<file path="src/rtl/tach_pkg.sv">
// ----------------------------------------------------------------------------
// Wheel tachometer package
// Shared widths, reset values, register indexes and state encodings for the
// wheel tachometer and its divider.
// ----------------------------------------------------------------------------
package tach_pkg;

   localparam int COUNT_WIDTH_DEFAULT = 24;

   localparam int TIME_WIDTH    = 32;
   localparam int NUMER_WIDTH   = 24;
   localparam int WINDOW_WIDTH  = 16;
   localparam int SAVE_WIDTH    = 4;
   localparam int SPEED_WIDTH   = 20;
   localparam int ELAPSED_WIDTH = 10;
   localparam int MODE_WIDTH    = 2;
   localparam int CSR_INDEX_WIDTH = 2;
   localparam int CSR_DATA_WIDTH  = 24;

   // The divisor is an interval already known to be below the window.
   localparam int DIVISOR_WIDTH = WINDOW_WIDTH;
   localparam int STEP_WIDTH    = $clog2(NUMER_WIDTH);

   localparam logic [SPEED_WIDTH-1:0]  SPEED_MAX = {SPEED_WIDTH{1'b1}};

   localparam logic [NUMER_WIDTH-1:0]  NUMER_RESET  = NUMER_WIDTH'(995254);
   localparam logic [WINDOW_WIDTH-1:0] WINDOW_RESET = WINDOW_WIDTH'(4000);
   localparam logic [WINDOW_WIDTH-1:0] BLANK_RESET  = WINDOW_WIDTH'(15000);
   localparam logic [SAVE_WIDTH-1:0]   SAVE_RESET   = SAVE_WIDTH'(10);

   typedef enum logic [CSR_INDEX_WIDTH-1:0] {
      CSR_SPEED_NUMERATOR = 2'd0,
      CSR_VALID_WINDOW    = 2'd1,
      CSR_BLANK_AFTER     = 2'd2,
      CSR_SAVE_INTERVAL   = 2'd3
   } csr_index_type;

   typedef enum logic [MODE_WIDTH-1:0] {
      MODE_NORMAL = 2'd0,
      MODE_IDLE   = 2'd1,
      MODE_BLANK  = 2'd2
   } display_mode_type;

   typedef enum logic [2:0] {
      S_IDLE,
      S_INTERVAL,
      S_DECIDE,
      S_DIVIDE,
      S_FINISH
   } state_type;

   typedef enum logic [2:0] {
      KIND_CLEAR,
      KIND_EDGE,
      KIND_BLANK,
      KIND_IDLE,
      KIND_PLAIN
   } sample_kind_type;

endpackage

</file>
<file path="src/rtl/tach_div.sv">
// ----------------------------------------------------------------------------
// Tachometer divider
// Restoring divider that retires one quotient bit per cycle: one compare and
// subtract of the partial remainder against the divisor.
// ----------------------------------------------------------------------------
module tach_div (
   input  logic                                clock,
   input  logic                                reset,
   input  logic                                start,
   input  logic [tach_pkg::NUMER_WIDTH-1:0]    dividend,
   input  logic [tach_pkg::DIVISOR_WIDTH-1:0]  divisor,
   output logic                                done,
   output logic [tach_pkg::NUMER_WIDTH-1:0]    quotient
);
   import tach_pkg::*;

   localparam logic [STEP_WIDTH-1:0] LAST_STEP = STEP_WIDTH'(NUMER_WIDTH - 1);

   logic                      busy_ff, busy_in;
   logic                      done_ff, done_in;
   logic [STEP_WIDTH-1:0]     step_ff, step_in;
   logic [DIVISOR_WIDTH-1:0]  rem_ff, rem_in;
   logic [DIVISOR_WIDTH-1:0]  divisor_ff, divisor_in;
   logic [NUMER_WIDTH-1:0]    quot_ff, quot_in;

   logic [DIVISOR_WIDTH:0]    trial;
   logic [DIVISOR_WIDTH:0]    diff;
   logic                      fits;

   // The dividend shifts out of the top of quot_ff while quotient bits
   // shift in at the bottom.
   assign trial = {rem_ff, quot_ff[NUMER_WIDTH-1]};
   assign diff  = trial - {1'b0, divisor_ff};
   assign fits  = trial >= {1'b0, divisor_ff};

   always_comb begin
      busy_in    = busy_ff;
      done_in    = 1'b0;
      step_in    = step_ff;
      rem_in     = rem_ff;
      divisor_in = divisor_ff;
      quot_in    = quot_ff;
      if (start) begin
         busy_in    = 1'b1;
         step_in    = LAST_STEP;
         rem_in     = '0;
         divisor_in = divisor;
         quot_in    = dividend;
      end else if (busy_ff) begin
         rem_in  = fits ? diff[DIVISOR_WIDTH-1:0] : trial[DIVISOR_WIDTH-1:0];
         quot_in = {quot_ff[NUMER_WIDTH-2:0], fits};
         if (step_ff == '0) begin
            busy_in = 1'b0;
            done_in = 1'b1;
         end else begin
            step_in = step_ff - 1'b1;
         end
      end
   end

   always_ff @(posedge clock) begin
      if (reset) begin
         busy_ff <= 1'b0;
         done_ff <= 1'b0;
      end else begin
         busy_ff <= busy_in;
         done_ff <= done_in;
      end
      step_ff    <= step_in;
      rem_ff     <= rem_in;
      divisor_ff <= divisor_in;
      quot_ff    <= quot_in;
   end

   assign done     = done_ff;
   assign quotient = quot_ff;

endmodule

</file>
<file path="src/rtl/wheel_tachometer_unit.sv">
// ----------------------------------------------------------------------------
// Wheel tachometer
// Counts wheel rotations from Hall sensor samples, measures speed from the
// interval between falling edges and tracks the record speed.
// ----------------------------------------------------------------------------
// Usage: one sample word enters on the req_ channel per tick and produces
// exactly one result word on the rsp_ channel. The block takes one word at a
// time; req_ready is high only while it waits for a sample.
// A sample that needs no division passes through the interval, decide and
// finish steps to the result register before the next sample can be taken.
// A falling edge inside the valid window with a nonzero interval also runs the
// bit-serial divider, one quotient bit per cycle over 24 bits, between the
// decide and finish steps.
// The result sits in an output register, and the next sample is accepted as
// soon as that word is loaded, even if the receiver has not yet taken it.
// When the receiver stalls, a finished sample waits in its last step until
// the output register frees up, and no later sample is accepted meanwhile.
// The csr_ channel writes the four setting registers and is always ready;
// the user must write it only while the block is idle; the block does not enforce this.
// Reset restores the default settings, clears the clock, count, record and
// speed, and treats the sensor as previously high.
// ----------------------------------------------------------------------------
module wheel_tachometer_unit #(
   parameter int COUNT_WIDTH = tach_pkg::COUNT_WIDTH_DEFAULT
) (
   input  logic                                 clock,
   input  logic                                 reset,

   input  logic                                 req_valid,
   output logic                                 req_ready,
   input  logic                                 req_sensor_level,
   input  logic                                 req_button_level,
   input  logic [tach_pkg::ELAPSED_WIDTH-1:0]   req_elapsed_ms,

   output logic                                 rsp_valid,
   input  logic                                 rsp_ready,
   output logic [COUNT_WIDTH-1:0]               rsp_rotation_count,
   output logic [tach_pkg::SPEED_WIDTH-1:0]     rsp_speed_centi_kmh,
   output logic [tach_pkg::SPEED_WIDTH-1:0]     rsp_record_centi_kmh,
   output logic                                 rsp_rotation_seen,
   output logic                                 rsp_save_count_request,
   output logic                                 rsp_save_record_request,
   output logic                                 rsp_cleared,
   output logic [tach_pkg::MODE_WIDTH-1:0]      rsp_display_mode,

   input  logic                                 csr_valid,
   output logic                                 csr_ready,
   input  logic [tach_pkg::CSR_INDEX_WIDTH-1:0] csr_index,
   input  logic [tach_pkg::CSR_DATA_WIDTH-1:0]  csr_data
);
   import tach_pkg::*;

   localparam logic [COUNT_WIDTH-1:0] COUNT_MAX = {COUNT_WIDTH{1'b1}};

   // Settings
   logic [NUMER_WIDTH-1:0]   numer_ff;
   logic [WINDOW_WIDTH-1:0]  window_ff;
   logic [WINDOW_WIDTH-1:0]  blank_ff;
   logic [SAVE_WIDTH-1:0]    save_int_ff;

   // Tachometer state
   state_type                state_ff, state_in;
   logic [TIME_WIDTH-1:0]    time_ff;
   logic [TIME_WIDTH-1:0]    last_edge_ff;
   logic                     edge_seen_ff;
   logic                     prev_sensor_ff;
   logic [COUNT_WIDTH-1:0]   count_ff;
   logic [SPEED_WIDTH-1:0]   record_ff;
   logic [SAVE_WIDTH-1:0]    save_cnt_ff;
   logic [SPEED_WIDTH-1:0]   last_speed_ff;

   // Per-sample working registers
   logic                     sensor_ff;
   logic                     button_ff;
   logic [TIME_WIDTH-1:0]    interval_ff;
   sample_kind_type          kind_ff, kind_in;
   logic [SPEED_WIDTH-1:0]   speed_ff;

   // Result register
   logic                     rsp_valid_ff;
   logic [COUNT_WIDTH-1:0]   rsp_count_ff;
   logic [SPEED_WIDTH-1:0]   rsp_speed_ff;
   logic [SPEED_WIDTH-1:0]   rsp_record_ff;
   logic                     rsp_seen_ff;
   logic                     rsp_save_cnt_ff;
   logic                     rsp_save_rec_ff;
   logic                     rsp_cleared_ff;
   display_mode_type         rsp_mode_ff;

   // Sequencer controls
   logic                     accept;
   logic                     do_divide;
   logic                     div_start;
   logic                     finish_en;
   logic                     out_free;

   logic                     div_done;
   logic [NUMER_WIDTH-1:0]   div_quotient;

   // Decision terms
   logic                     clear_hit;
   logic                     edge_hit;
   logic                     in_window;
   logic [TIME_WIDTH-1:0]    window_wide;
   logic [TIME_WIDTH-1:0]    blank_wide;

   // Finish-step values
   logic [COUNT_WIDTH-1:0]   count_in;
   logic [SPEED_WIDTH-1:0]   record_in;
   logic [SAVE_WIDTH-1:0]    save_cnt_in;
   logic [SPEED_WIDTH-1:0]   last_speed_in;
   logic [SAVE_WIDTH-1:0]    save_step;
   logic                     save_cnt_req;
   logic                     save_rec_req;
   display_mode_type         mode_in;

   assign csr_ready = 1'b1;

   assign window_wide = {{(TIME_WIDTH - WINDOW_WIDTH){1'b0}}, window_ff};
   assign blank_wide  = {{(TIME_WIDTH - WINDOW_WIDTH){1'b0}}, blank_ff};

   assign clear_hit = !button_ff && ((record_ff != '0) || (count_ff != '0));
   assign edge_hit  = prev_sensor_ff && !sensor_ff;
   assign in_window = edge_seen_ff && (interval_ff < window_wide);

   always_comb begin
      priority if (clear_hit) begin
         kind_in = KIND_CLEAR;
      end else if (edge_hit) begin
         kind_in = KIND_EDGE;
      end else if (interval_ff > blank_wide) begin
         kind_in = KIND_BLANK;
      end else if (interval_ff > window_wide) begin
         kind_in = KIND_IDLE;
      end else begin
         kind_in = KIND_PLAIN;
      end
   end

   assign do_divide = (kind_in == KIND_EDGE) && in_window && (interval_ff != '0);
   assign out_free  = !rsp_valid_ff || rsp_ready;

   // Next state
   always_comb begin
      state_in = state_ff;
      unique case (state_ff)
         S_IDLE: begin
            if (req_valid) state_in = S_INTERVAL;
         end
         S_INTERVAL: begin
            state_in = S_DECIDE;
         end
         S_DECIDE: begin
            state_in = do_divide ? S_DIVIDE : S_FINISH;
         end
         S_DIVIDE: begin
            if (div_done) state_in = S_FINISH;
         end
         S_FINISH: begin
            if (out_free) state_in = S_IDLE;
         end
         default: begin
            state_in = S_IDLE;
         end
      endcase
   end

   // Sequencer outputs
   always_comb begin
      req_ready = 1'b0;
      div_start = 1'b0;
      finish_en = 1'b0;
      unique case (state_ff)
         S_IDLE:     req_ready = 1'b1;
         S_INTERVAL: ;
         S_DECIDE:   div_start = do_divide;
         S_DIVIDE:   ;
         S_FINISH:   finish_en = out_free;
         default:    ;
      endcase
   end

   assign accept = req_valid && req_ready;

   tach_div u_div (
      .clock    (clock),
      .reset    (reset),
      .start    (div_start),
      .dividend (numer_ff),
      .divisor  (interval_ff[DIVISOR_WIDTH-1:0]),
      .done     (div_done),
      .quotient (div_quotient)
   );

   // State update applied when the result word is loaded.
   always_comb begin
      count_in      = count_ff;
      record_in     = record_ff;
      save_cnt_in   = save_cnt_ff;
      last_speed_in = last_speed_ff;
      save_step     = save_cnt_ff + 1'b1;
      save_cnt_req  = 1'b0;
      save_rec_req  = 1'b0;
      mode_in       = MODE_NORMAL;
      unique case (kind_ff)
         KIND_CLEAR: begin
            count_in      = '0;
            record_in     = '0;
            save_cnt_in   = '0;
            last_speed_in = '0;
         end
         KIND_EDGE: begin
            if (count_ff != COUNT_MAX) count_in = count_ff + 1'b1;
            last_speed_in = speed_ff;
            if (save_step >= save_int_ff) begin
               save_cnt_in  = '0;
               save_cnt_req = 1'b1;
            end else begin
               save_cnt_in  = save_step;
            end
            if (speed_ff > record_ff) begin
               record_in    = speed_ff;
               save_rec_req = 1'b1;
            end
         end
         KIND_BLANK: begin
            mode_in       = MODE_BLANK;
            last_speed_in = '0;
         end
         KIND_IDLE: begin
            mode_in       = MODE_IDLE;
            last_speed_in = '0;
         end
         KIND_PLAIN: ;
         default: ;
      endcase
   end

   always_ff @(posedge clock) begin
      if (reset) begin
         numer_ff       <= NUMER_RESET;
         window_ff      <= WINDOW_RESET;
         blank_ff       <= BLANK_RESET;
         save_int_ff    <= SAVE_RESET;
         state_ff       <= S_IDLE;
         time_ff        <= '0;
         last_edge_ff   <= '0;
         edge_seen_ff   <= 1'b0;
         prev_sensor_ff <= 1'b1;
         count_ff       <= '0;
         record_ff      <= '0;
         save_cnt_ff    <= '0;
         last_speed_ff  <= '0;
         rsp_valid_ff   <= 1'b0;
      end else begin
         if (csr_valid && csr_ready) begin
            unique case (csr_index)
               CSR_SPEED_NUMERATOR: numer_ff    <= csr_data[NUMER_WIDTH-1:0];
               CSR_VALID_WINDOW:    window_ff   <= csr_data[WINDOW_WIDTH-1:0];
               CSR_BLANK_AFTER:     blank_ff    <= csr_data[WINDOW_WIDTH-1:0];
               CSR_SAVE_INTERVAL:   save_int_ff <= csr_data[SAVE_WIDTH-1:0];
            endcase
         end

         state_ff <= state_in;

         if (accept) begin
            time_ff <= time_ff + {{(TIME_WIDTH - ELAPSED_WIDTH){1'b0}}, req_elapsed_ms};
         end

         if (finish_en) begin
            count_ff       <= count_in;
            record_ff      <= record_in;
            save_cnt_ff    <= save_cnt_in;
            last_speed_ff  <= last_speed_in;
            prev_sensor_ff <= sensor_ff;
            if (kind_ff == KIND_EDGE) begin
               last_edge_ff <= time_ff;
               edge_seen_ff <= 1'b1;
            end
            rsp_valid_ff <= 1'b1;
         end else if (rsp_valid_ff && rsp_ready) begin
            rsp_valid_ff <= 1'b0;
         end
      end
   end

   // Working registers and the result fields other than the valid flag carry no reset.
   always_ff @(posedge clock) begin
      if (accept) begin
         sensor_ff <= req_sensor_level;
         button_ff <= req_button_level;
      end
      if (state_ff == S_INTERVAL) begin
         interval_ff <= time_ff - last_edge_ff;
      end
      if (state_ff == S_DECIDE) begin
         kind_ff <= kind_in;
         // A zero interval inside the window saturates without dividing.
         speed_ff <= (in_window && (interval_ff == '0)) ? SPEED_MAX : '0;
      end
      if (div_done) begin
         speed_ff <= (div_quotient[NUMER_WIDTH-1:SPEED_WIDTH] != '0) ?
                     SPEED_MAX : div_quotient[SPEED_WIDTH-1:0];
      end
      if (finish_en) begin
         rsp_count_ff    <= count_in;
         rsp_speed_ff    <= last_speed_in;
         rsp_record_ff   <= record_in;
         rsp_seen_ff     <= (kind_ff == KIND_EDGE);
         rsp_save_cnt_ff <= save_cnt_req;
         rsp_save_rec_ff <= save_rec_req;
         rsp_cleared_ff  <= (kind_ff == KIND_CLEAR);
         rsp_mode_ff     <= mode_in;
      end
   end

   assign rsp_valid               = rsp_valid_ff;
   assign rsp_rotation_count      = rsp_count_ff;
   assign rsp_speed_centi_kmh     = rsp_speed_ff;
   assign rsp_record_centi_kmh    = rsp_record_ff;
   assign rsp_rotation_seen       = rsp_seen_ff;
   assign rsp_save_count_request  = rsp_save_cnt_ff;
   assign rsp_save_record_request = rsp_save_rec_ff;
   assign rsp_cleared             = rsp_cleared_ff;
   assign rsp_display_mode        = rsp_mode_ff;

endmodule

</file>
<file path="config.mk">
export PLATFORM = sky130hd
export DESIGN_NAME = wheel_tachometer_unit
export DESIGN_NICKNAME = d
export VERILOG_FILES = /design/src/rtl/tach_pkg.sv /design/src/rtl/tach_div.sv /design/src/rtl/wheel_tachometer_unit.sv
export SDC_FILE = /design/constraint.sdc
export NUM_CORES = 1
export LEC_CHECK = 0
export ABC_AREA = 0
export BUFFER_PORTS_ARGS = -buffer_cell sky130_fd_sc_hd__buf_2
export CAP_MARGIN = 20
export CORE_MARGIN = 2
export CORE_UTILIZATION = 55
export CTS_CLUSTER_DIAMETER = 120
export DETAILED_ROUTE_END_ITERATION = 7
export GPL_TIMING_DRIVEN = 0
export PLACE_DENSITY = 0.81
export SYNTH_ARGS = -nofsm -noshare
export SYNTH_HDL_FRONTEND = slang
export SYNTH_SLANG_ARGS = --single-unit
</file>
<file path="constraint.sdc">
create_clock -name clock -period 8.77 [get_ports clock]
set_clock_uncertainty 0.05 [all_clocks]
set_input_delay 0.877 -clock clock [delete_from_list [all_inputs] [get_ports clock]]
set_output_delay 0.877 -clock clock [all_outputs]
set_load 0.01 [all_outputs]
</file>
==> metrics.cfg, run 1 <==
[status]
status = complete, no violations

[floorplanning]
num_rows = 68
fp.dieArea_mm2 = 0.0365
dieWidth_um = 191
io_pins = 116
coreArea_mm2 = 0.0345
die_h_um = 191
start_util_pct = 55.8

[synthesis]
yosysWarnings = 0
synth-seq-cells = 388
syn_area_per_cell_um2 = 9.56
yosysUniqueCellTypes = 74
synth_edf_count = 167
synth_nets = 2173
syn_area_mm2 = 0.0192
postSynthCellCount = 2010
synth_ff_type = dfxtp_1
yosysSeqAreaShare_pct = 49.1
async_flop_share_pct = 0

[worst_setup_path]
path_max_fanout = 21
critPathKind = register to register
endpoint_kind = register
cp_num_buf_inv = 2
critPathSlowestCell = nor4_1
worstPathArrival_ps = 3830
crit_chain = nor4_1 > nand4_1 > nor2_1 > a41o_1 > nand3_1 > nor4_1 > nand2_1 > clkbuf_1 > nand2_1 > buf_16
worstPathRequired_ps = 8960
startpoint_type = register
cpPeakStageDelay_ps = 430
cp_top_family = simple AND/OR/NAND/NOR gates

[clocking]
post_cts_buffers = 0
cts_hold_buf = 0
cts_buffers = 40
htreeDepth = 2
clk_pin_slew_ps = 60
cts.path.max_buffers = 3
clock_latency_ps = 550
root_buffer = clkbuf_16
cts_tree = done
numClockSinks = 388
cts_resized = 0

[timing]
setup_viol = 0
post-route-min-period_ps = 3640
rsz0062_at_grt = false
fin_setup_tns_ps = 0
max_freq_mhz = 275
min_period_over_period_pct = 41.5
hold_viol = 0
report.final.slew_viol_count = 0
slew_headroom_pct = 40.1
timing.hold.ws_ps = 402
tightest_slew_ps = 896

[global_routing]
grt_pass1_vias = 14921
gr-total-overflow = 0
grt_max_degree = 46
antenna_found_initial = 0
gr-usage-all-layers_pct = 25.0
grt_pass1_wl_um = 73100

[routing]
drt_iter0_drc = 1247
via_count = 15427
dr.pass1.iters = 6
vias_per_cell = 5.81
drc = 0
drt_wl_total_um = 46200
ant_nets = 0
wire_per_inst_um = 17.4

[final_layout]
syn_to_final_growth_pct = 13.1
nets = 2334
final_cells = 2656
diodes = 0
final_util_pct = 63.1
drive_gt1_share_pct = 10.6

[power]
power_density_mw_per_mm2 = 198
leakagePower_nw = 8.77
vdd_ir_drop_max_v = 0.000185

[run]
maxCapViolCount = 0

[placed_design]
port_buffers = 114
post-dp-hpwl_um = 34000
dp_cells = 2582
place.gp.congestion = 0.927

[worst_hold_path]
hp-class = register to register

layout by cell type (no fill, tap or decap), drive strengths merged, types with 6 or more instances in the layout:
master and instances:
nand4 33, clkinv 13, a31oi 11, nor2 104, nor2b 13, dfxtp 221
o21ai 103, mux2i 18, nor3 22, nand2 322, edfxtp 167, and4 12
nand3 30, inv 139, and3 9, a21o 54, a211o 10, a21oi 188
ha 117, nor4 26, nor3b 7, o21a 14, a22o 59, nand2b 9
clkbuf 134, xnor2 49, xor2 24, buf 133, or3 17, a21boi 7
nand3b 26, or2 6, and2 14, mux2 26, o21bai 7
worst paths after layout:
path                                 endpoint                      start  slack (ps)  cells past startpoint
setup / recovery  u_div.quotient[0]$_DFFE_PP_  record_ff[3]$_SDFFE_PP0P_        5130                     10
hold / removal      numer_ff[23]$_SDFFE_PP0P_  numer_ff[23]$_SDFFE_PP0P_         400                      2
setup reg to reg  u_div.quotient[0]$_DFFE_PP_  record_ff[3]$_SDFFE_PP0P_        5130                     10
hold reg to reg     numer_ff[23]$_SDFFE_PP0P_  numer_ff[23]$_SDFFE_PP0P_         400                      2
worst register-to-register path, delay by kind of cell (launching register included):
kind | cells | cell delay [ps]
and+or+nand+nor | 7 | 2080
buffers and inverters | 2 | 540
DFF | 1 | 340
AOI/OAI and AO/OA | 1 | 320
routing by layer:
metal / vias to the layer above / share of wire (%) / global-route usage [%]
met4: 0 / 4.5 / 12.6
met5: - / 0 / 0
li1: 7467 / - / -
met3: 128 / 5.8 / 3.65
met2: 512 / 48 / 42.1
met1: 7320 / 42 / 31.2
area by class of cell:
cell class              instances  area (µm²)
multi-input cells            1390        8900
repair buffers                119         652
well taps                     455         569
flip-flops and latches        388        9440
clock inverters                17         175
fillers                      2727       12700
inverters                     139         522
clock buffers                  55        1110
plain buffers                  93         373
power by group:
part           switching (W)  internal, W
clock network       0.000688     0.000974
registers          0.0000531      0.00199
logic               0.000342     0.000248
synthesized netlist by cell type (26+ instances only):
library cell	n	area share, %
nand2_1	322	6.3
dfxtp_1	221	23
a21oi_1	188	4.9
edfxtp_1	167	26
inv_1	138	2.7
ha_1	117	7.6
nor2_1	104	2.0
o21ai_0	100	2.6
clkbuf_1	79	1.5
a22o_1	59	2.7
a21o_1	54	2.1
xnor2_1	49	2.2
nand4_1	31	1.0
nand3_1	30	0.78
mux2_2	26	1.5
nand3b_1	26	1.0
flip-flops by register name, summed over array words and instances (netlist names), 24 cells and up:
| register | count |
|---|---|
| time_ff | 32 |
| u_div.quotient | 24 |
| last_edge_ff | 32 |
| numer_ff | 24 |
| interval_ff | 32 |
| count_ff | 24 |
| rsp_rotation_count | 24 |
metrics by stage:
step / area, µm² / total power [W] / setup slack (ps)
3_5_place_dp: 20400 / 0.00266 / 4890
5_1_grt: 21700 / 0.00446 / 4950
3_3_place_gp: 20400 / 0.00264 / 3130
4_1_cts: 21700 / 0.00431 / 4850
2_1_floorplan: 19200 / 0.00249 / 4480
6_report: 21700 / 0.00429 / 5130
cell families after synthesis:
kind of cell	count (synthesis)	synth area share [%]
other	1	0.0195
AND/OR/NAND/NOR	660	16.5
multiplexers	44	2.46
buffers and inverters	232	4.65
AO/OA/AOI/OAI	492	16.0
XOR/XNOR	73	3.33
adder cells (fa/ha/maj)	120	7.93
flip-flops	388	49.1
(Power assumes the default switching activity.)
==> run 2: changes to the inputs <==
--- a/config.mk
+++ b/config.mk
@@ -13,7 +13,7 @@
 export CTS_CLUSTER_DIAMETER = 120
 export DETAILED_ROUTE_END_ITERATION = 7
 export GPL_TIMING_DRIVEN = 0
-export PLACE_DENSITY = 0.81
+export PLACE_DENSITY = 0.84
 export SYNTH_ARGS = -nofsm -noshare
 export SYNTH_HDL_FRONTEND = slang
 export SYNTH_SLANG_ARGS = --single-unit
==> constraint.sdc (replaced) <==
create_clock -name clock -period 3 [get_ports clock]
set_clock_uncertainty 0.05 [all_clocks]
set_input_delay 0.3 -clock clock [delete_from_list [all_inputs] [get_ports clock]]
set_output_delay 0.3 -clock clock [all_outputs]
set_load 0.01 [all_outputs]
==> run 2 against run 1 <==
  * Critical path depth unchanged
  * Sequential power rose to 2.9 times the previous value
  * Maximum frequency up 23%
  * Die area did not move
  * Combinational power rose to 3.2 times the previous value
  * Sequential share of layout area down 1.2 points
  * Clock-buffer cell count grew 11
  * Critical path type unchanged
  * Critical endpoint is now u_div.quotient[19]$_DFFE_PP_
  * Largest power group unchanged
==> metrics.cfg, run 2 (same netlist as run 1, synthesis figures left out) <==
[worst_hold_path]
min_path_cells = 3  ; +1
hp-class = primary input to register

[routing]
drc = 0  ; unchanged
via_count = 15828  ; +2.6%
drt_wl_total_um = 48500  ; +5.0%
drt_iter0_drc = 1334  ; +7.0%
dr.pass1.iters = 7  ; +1
wire_per_inst_um = 18.0  ; +3.6%
vias_per_cell = 5.88  ; +1.3%
ant_nets = 0  ; unchanged

[floorplanning]
fp.dieArea_mm2 = 0.0365  ; unchanged
io_pins = 116  ; unchanged
num_rows = 68  ; unchanged
dieWidth_um = 191  ; unchanged
start_util_pct = 55.8  ; unchanged
die_h_um = 191  ; unchanged
coreArea_mm2 = 0.0345  ; unchanged

[placed_design]
dp_cells = 2580  ; -0.077%
dp_slack_ps = -701  ; -5590 ps
post_dp_cell_area_mm2 = 0.0204  ; about the same
port_buffers = 114  ; unchanged
post-dp-hpwl_um = 34300  ; +1.1%
place.gp.congestion = 0.925  ; -0.20%

[worst_setup_path]
worstPathRequired_ps = 3240  ; -5720 ps
endpoint_kind = register
worstPathArrival_ps = 3200  ; -630 ps
rr_worst_depth = 10  ; unchanged
path_max_fanout = 8  ; -62%
critPathKind = register to register
startpoint_type = register

[timing]
min_period_over_period_pct = 98.6  ; +57 points
tightest_slew_ps = 1010  ; +115 ps
post-route-min-period_ps = 2960  ; -684 ps
max_freq_mhz = 338  ; +23%
slew_headroom_pct = 32.4  ; -7.7 points
fin_setup_tns_ps = 0  ; unchanged
hold_viol = 0  ; unchanged
report.final.slew_viol_count = 0  ; unchanged
worst_slack_ps = 41.3  ; -5090 ps
setup_viol = 0  ; unchanged

[status]
status = complete, no violations

[final_layout]
nets = 2364  ; +1.3%
syn_to_final_growth_pct = 16.4
fin_area_mm2 = 0.0224  ; +3.0%
final_cells = 2691  ; +1.3%
layout_common_cells = nand2_1 (318), dfxtp_1 (219), a21oi_1 (184)
nFillCells = 2592  ; -5.0%
drive_gt1_share_pct = 13.7  ; +3.0 points
reg.largest.list = interval_ff x32, last_edge_ff x32, time_ff x32
final_common_cell = nand2_1

[clocking]
numClockSinks = 388  ; unchanged
clock_latency_ps = 550  ; about the same
root_buffer = clkbuf_16
htreeDepth = 2  ; unchanged
cts_tree = done
clk_pin_slew_ps = 60  ; about the same
cts_buffers = 40  ; unchanged
cts.path.max_buffers = 3  ; unchanged

[global_routing]
gr-usage-all-layers_pct = 25.8  ; +0.88 points
grt_max_degree = 80  ; +74%
antenna_found_initial = 5  ; +5
grt_pass1_wl_um = 75600  ; +3.4%
grt_pass1_vias = 15532  ; +4.1%
gr-total-overflow = 0  ; unchanged

[run]
maxCapViolCount = 0  ; unchanged

[power]
power_density_mw_per_mm2 = 577  ; +190%
leakagePower_nw = 9.08  ; +3.5%
vdd_ir_drop_max_v = 0.000497  ; +170%

==> run 2: cell types whose count changed in the layout (fill, tap and decap cells not counted), sizes merged <==
cell	delta
inv	+1
clkinvlp	-1
clkinv	-8
dlygate4sd3	+12
buf	+19
nand2	+1
clkbuf	+9
diode	+4
bufinv	-2
==> run 2: timing repair <==
action	4_1_cts	5_1_grt
hold endpoints to repair	14	0
resized for setup	32	53
hold buffers	12	0
gates cloned	1	2
setup endpoints to repair	214	228
setup buffers	3	18
pin swaps	2	11
==> run 2: cell type report <==
cell class              instances  area, µm²  area share (%)
diodes                          4       10.0          0.0447
flip-flops and latches        388       9440            42.2
plain buffers                  91        435            1.95
well taps                     455        569            2.54
clock inverters                 7       90.1           0.403
inverters                     139        522            2.33
multi-input cells            1391       9110            40.7
repair buffers                150        926            4.14
clock buffers                  66       1270            5.69
==> run 2: worst max-delay path, stage by stage, from the launching register on <==
cell	delay (ps)
edfxtp_1	430
ha_1	320
a21o_1	170
a21o_1	180
a21oi_1	140
o21a_1	140
nor2_1	130
nor4_4	400
nand2_4	200
clkbuf_16	270
mux2_2	260
==> run 2: metrics by stage <==
step	hold WS, ps	power [W]	util (%)
floorplan	349	0.00728	-
CTS	5.32	0.0128	63.8
global placement	388	0.00769	59.1
detailed placement	396	0.00777	59.2
global route	18.5	0.0134	64.9
finish	22.1	0.0129	64.9
==> run 2: worst paths after layout <==
check | endpoint | slack, ps | startpoint
worst max-delay path | u_div.quotient[19]$_DFFE_PP_ | 40 | interval_ff[5]$_DFFE_PP_
worst min register to register | window_ff[1]$_SDFFE_PP0P_ | 410 | window_ff[1]$_SDFFE_PP0P_
worst min-delay path | window_ff[12]$_SDFFE_PP0P_ | 20 | csr_data[12]
worst max register to register | u_div.quotient[19]$_DFFE_PP_ | 40 | interval_ff[5]$_DFFE_PP_
==> run 2: per-layer routing <==
| metal | GRT usage (%) | vias up | wire length (µm) |
|---|---|---|---|
| met5 | 0 | - | 12 |
| met4 | 11.3 | 2 | 1890 |
| met3 | 4.15 | 145 | 3290 |
| met2 | 45.3 | 598 | 23800 |
| met1 | 31.3 | 7568 | 19500 |
| li1 | - | 7515 | - |
==> run 2: power by group <==
part           internal (W)  switching [W]
clock               0.00301        0.00207
combinational      0.000809        0.00106
sequential          0.00581       0.000158
total               0.00963        0.00329
